File: src/hw/rtl/svc_ram.sv
`timescale 1ns / 1ps
// Generic simple dual-port RAM, one write and one registered read port.
// No dependencies.
module svc_ram #(
  parameter int WIDTH = 24,
  parameter int DEPTH = 80,
  localparam int AW = (DEPTH > 1) ? $clog2(DEPTH) : 1
) (
  input  logic             clk_i,
  input  logic             we_i,
  input  logic [AW-1:0]    waddr_i,
  input  logic [WIDTH-1:0] wdata_i,
  input  logic             re_i,
  input  logic [AW-1:0]    raddr_i,
  output logic [WIDTH-1:0] rdata_o
);

  logic [WIDTH-1:0] mem_q [DEPTH];
  logic [WIDTH-1:0] rdata_q;

  always_ff @(posedge clk_i) begin
    if (we_i) begin
      mem_q[waddr_i] <= wdata_i;
    end
    if (re_i) begin
      rdata_q <= mem_q[raddr_i];
    end
  end

  assign rdata_o = rdata_q;

endmodule

File: config.mk
export PLATFORM = sky130hd
export DESIGN_NAME = svc_ram
export DESIGN_NICKNAME = d
export VERILOG_FILES = /design/src/hw/rtl/svc_ram.sv
export SDC_FILE = /design/constraint.sdc
export NUM_CORES = 2
export LEC_CHECK = 0
export ABC_AREA = 1
export BUFFER_PORTS_ARGS = -buffer_cell sky130_fd_sc_hd__buf_4
export CAP_MARGIN = 20
export CORE_MARGIN = 8
export CORE_UTILIZATION = 30
export CTS_BUF_LIST = sky130_fd_sc_hd__clkbuf_8 sky130_fd_sc_hd__clkbuf_16
export DETAILED_ROUTE_END_ITERATION = 10
export GPL_ROUTABILITY_DRIVEN = 0
export GPL_TIMING_DRIVEN = 0
export MAX_ROUTING_LAYER = met4
export PLACE_DENSITY_LB_ADDON = 0.25
export REMOVE_ABC_BUFFERS = 1
export SLEW_MARGIN = 0
export SYNTH_ARGS = -nofsm -noshare
export SYNTH_HDL_FRONTEND = slang
export SYNTH_SLANG_ARGS = --single-unit
File: constraint.sdc
create_clock -name clk_i -period 6.13 [get_ports clk_i]
set_clock_uncertainty 0.05 [all_clocks]
set_input_delay 0.613 -clock clk_i [delete_from_list [all_inputs] [get_ports clk_i]]
set_output_delay 0.613 -clock clk_i [all_outputs]
set_load 0.1 [all_outputs]
== After elaboration in Yosys (flattened, before gate mapping) ==
Memory sizes are Yosys's and may differ from the RTL's. A register that Yosys moved wholly into a read port is not among the register bits.
Cells that the tools add are included.
Storage, ports and cells
  flip-flop bits (word level): 0
  latch bits: 0
  memory bits (writable): 1920
  memory bits (read-only): 0
  word-level logic and storage cells: 3
  memories kept: 1
Memories
  mem_q: depth 80, width 24, read ports 1, clocked after Yosys merged registers in 1, write ports 1, RTL line 18  | logic [WIDTH-1:0] mem_q [DEPTH];
Cells by class
  $add $sub $neg: 0
  multipliers: 0
  divide/modulo/power cells: 0
  magnitude comparators: 0
  equal/unequal tests: 0
  shift operators: 0
  multiplexer cells: 2
  bitwise operators: 0
  reductions and logical operators: 0
Operators with widths (count)
  $mux 1: 2

== Longest topological paths before layout ==
  depth after elaboration: 2
  mapped depth: 15

== Least setup slack after synthesis ==
Ideal clock, no wire load.
  kind: in2reg
  start point: input we_i
  end point: memory mem_q[43][0], enable pin
  setup time: 0.405 ns
  arrival time: 2.198 ns
  data required time: 5.675 ns
  path slack: 3.477 ns
  stages: 3
  path buffers: 1
  path through: clkbuf_1 nand3_1 nor2_1
Between the ends
  word-level cells in the longest chain between the ends: 2
Ends and longest elaborated chain
  from (decl): RTL line 10  | input logic we_i,
  $mux 1: RTL line 22  | if (we_i) begin
  $mux 1 (implied by the code): RTL line 23  | mem_q[waddr_i] <= wdata_i;
  to (decl): RTL line 18
Every way passes these cells.

==> key figures <==
Run status
  – Status: complete, no violations

CTS
  – CTS tree: yes
  – Post-CTS Setup Inserts: 0
  – TritonCTS Buffers: 201
  – H-tree Lvls: 4
  – Hold_buf cts: 0
  – Clock root buffer: clkbuf_16
  – Clock sink total: 1944
  – Clock transition time at the flip-flop clock pins of the worst setup and hold paths: 0.06 ns
  – Clock tree buffer depth: 3
  – Clock latency on the worst-skew pair: 0.84 ns
  – Post-CTS sizing: 0

Global routing
  – Pin count of the biggest net entering global routing: 195
  – First-pass GRT wire length: 329 mm
  – Grt ovf: 0
  – Vias in the first global route: 45.7k
  – Initial antenna violation count: 11
  – Total track usage: 16.4%

Timing
  – Measured slew at the worst slew-check pin: 1.20 ns
  – Fin worst setup slack: 0.919 ns
  – Final period util: 85.0%
  – Hold Slack: approximately 0.20 ns
  – Final setup TNS: 0 ns
  – Endpoints failing hold: 0
  – Fin crit period: around 5.2 ns
  – Worst slew margin relative to its limit: 19.9%
  – RSZ-0062 raised after global routing: false
  – Achievable Freq: 192 MHz
  – Final Slew Violations: 0
  – Setup Viol. Count Final: 0

Yosys
  – Post-Syn Area per Cell: 12.3 sq um
  – Synth area leaders: edfxtp_1, nand3_1, nand2_1
  – Post-synthesis cell count: 6297
  – Count of cell types in the netlist: 17
  – Sequential fraction of the synthesis area: 75.3%
  – Post-synthesis xor/xnor area fraction: 0%
  – Synth top area share: 75.3%
  – Largest family of logic cells by synthesized area: simple AND/OR/NAND/NOR gates
  – Yosys warnings: 0
  – Synth Area in Simple Gates: a little under 20%
  – Post-synthesis adder-cell area fraction: 0%
  – Compound-Gate Fraction of Synth Area: approximately 2.4%
  – Synthesized flop and latch total: 1944
  – Multiplexer area fraction after synthesis: 0%
  – Synth Cell Area: 0.0775 sq mm
  – Post-synth top area cell: edfxtp_1

Power and ir drop
  – Leakage: 30.3 nW
  – VDD IR max: 0.199 mV
  – Power Density: 314 mW/mm^2
  – Pwr Total: between 20 and 30 mW

Worst setup path
  – Req. time, crit path: 6.56 ns
  – Worst setup SP type: input pin
  – Data arrival, critical path: 5.64 ns
  – Crit Path Class: input pin to register
  – CP Max Fanout: roughly 190
  – Crit path capture type: register

Drt
  – # DRC: 0
  – 1st-iter DRT viols: about 5k
  – Vias: 48.7k
  – Vias per cell: 4.97
  – Routed Antenna Nets: 0
  – DRT Wirelength: 229 mm
  – Drt wl/cell: 23.4 um
  – First-pass DRT Iterations: 5

Floorplan
  – Die W: 524 um
  – Starting density of the core: 30.2%
  – I/O pin total: 65
  – Die Height: 524 um
  – Die Area: 0.275 sq mm
  – Rows: 186
  – Total core area: 0.257 sq mm

Placement
  – Pre-CTS WS: -0.0483 ns
  – Port buffer count: 64
  – HPWL Detailed: 119 mm
  – Dpl cells: 9421

Run
  – Max-cap check violation count: 0

Final layout
  – Filler instances: 25.0k
  – Area Growth Syn to Fin: 15.4%
  – Total Nets Final: between 6k and 7k
  – Share of cells above drive strength 1: ~7.9%
  – Commonest non-fill, non-tap cells in the layout: edfxtp_1, nand2_1, nand3_1
  – Cell Count, Final, Fillers Out: 9800
  – Commonest non-fill, non-tap cell in the layout: edfxtp_1

Min path
  – Worst min-delay path class: input pin to register
report_power, final:
| group | internal (mW) | total [mW] | switching (mW) |
|---|---|---|---|
| registers | 14.7 | 14.7 | 0.0150 |
| clock network | 6.44 | 11.6 | 5.12 |
| logic | 0.407 | 1.83 | 1.42 |
| total | 21.6 | 28.1 | 6.56 |
per-stage QoR:
step / instance area [sq um] / utilization (%)
floorplan: 75600 / -
global placement: 80300 / 31.2
detailed placement: 83300 / 32.4
CTS: 89500 / 34.8
global route: 89500 / 34.8
finish: 89500 / 34.8
path summary, 6_finish.rpt:
check	from	end	slack, ns	cells after the start
worst max-delay path	raddr_i[0]	rdata_o[13]	0.92	17
worst min-delay path	re_i	rdata_o[11]	0.20	1
worst max register to register	mem_q[11][13]	rdata_o[13]	3.80	10
worst min register to register	mem_q[64][6]	rdata_o[6]	0.96	6
area by class of cell:
type,count,area (sq um),share of cell area [%]
timing repair buffer,159,2860,3.20
clock buffer,204,5100,5.70
clock inverter,165,1090,1.22
sequential,1944,58400,65.2
antenna,10,25.0,0.0280
tap,3384,4230,4.73
multi-input combinational,3913,17700,19.8
inverter,21,114,0.127
worst max-delay path, stage by stage:
cell,delay (ns)
buf_8,0.42
buf_16,0.40
buf_16,0.36
clkinv_8,0.49
buf_16,0.51
buf_16,0.40
buf_16,0.39
nand2_1,0.17
nand3_1,0.08
nand3_1,0.12
nand3_1,0.22
nand2_1,0.13
nand2_1,0.05
nand3_1,0.09
nand2_1,0.09
nand2_1,0.09
nand2_1,0.27
layer usage:
metal,part of all wire [%],wire (um),vias up,global-route usage [%]
li1,-,-,22511,-
met1,44,100000,24274,21.8
met2,47,107000,1537,25.6
met3,5.9,13600,356,2.47
met4,3.9,8850,0,6.02
met5,0,0,-,-
synth_stat cells:
cell      count
nand2_1    1870
edfxtp_1   1944
o22ai_1      58
o21ai_1      24
buf_6        16
nor2_1      277
buf_4        25
inv_1        18
buf_2       154
nand3_1    1432
clkbuf_1    162
buf_1        62
o21ai_0     206
clkinv_2      1
nor3_1        8
o221ai_1     38
inv_2         2
state kept, by name, indices dropped and copies added, names as in the netlist:
register and count:
rdata_o 24, mem_q 1920
cells by family (layout without fill, tap and decap cells):
| logic type | count (synthesis) | count (layout) |
|---|---|---|
| AOI/OAI and AO/OA | 326 | 326 |
| buffers and inverters | 440 | 549 |
| DFF | 1944 | 1944 |
| other | 0 | 10 |
| and+or+nand+nor | 3587 | 3587 |
No activity file was read; power rests on OpenSTA's default activity.
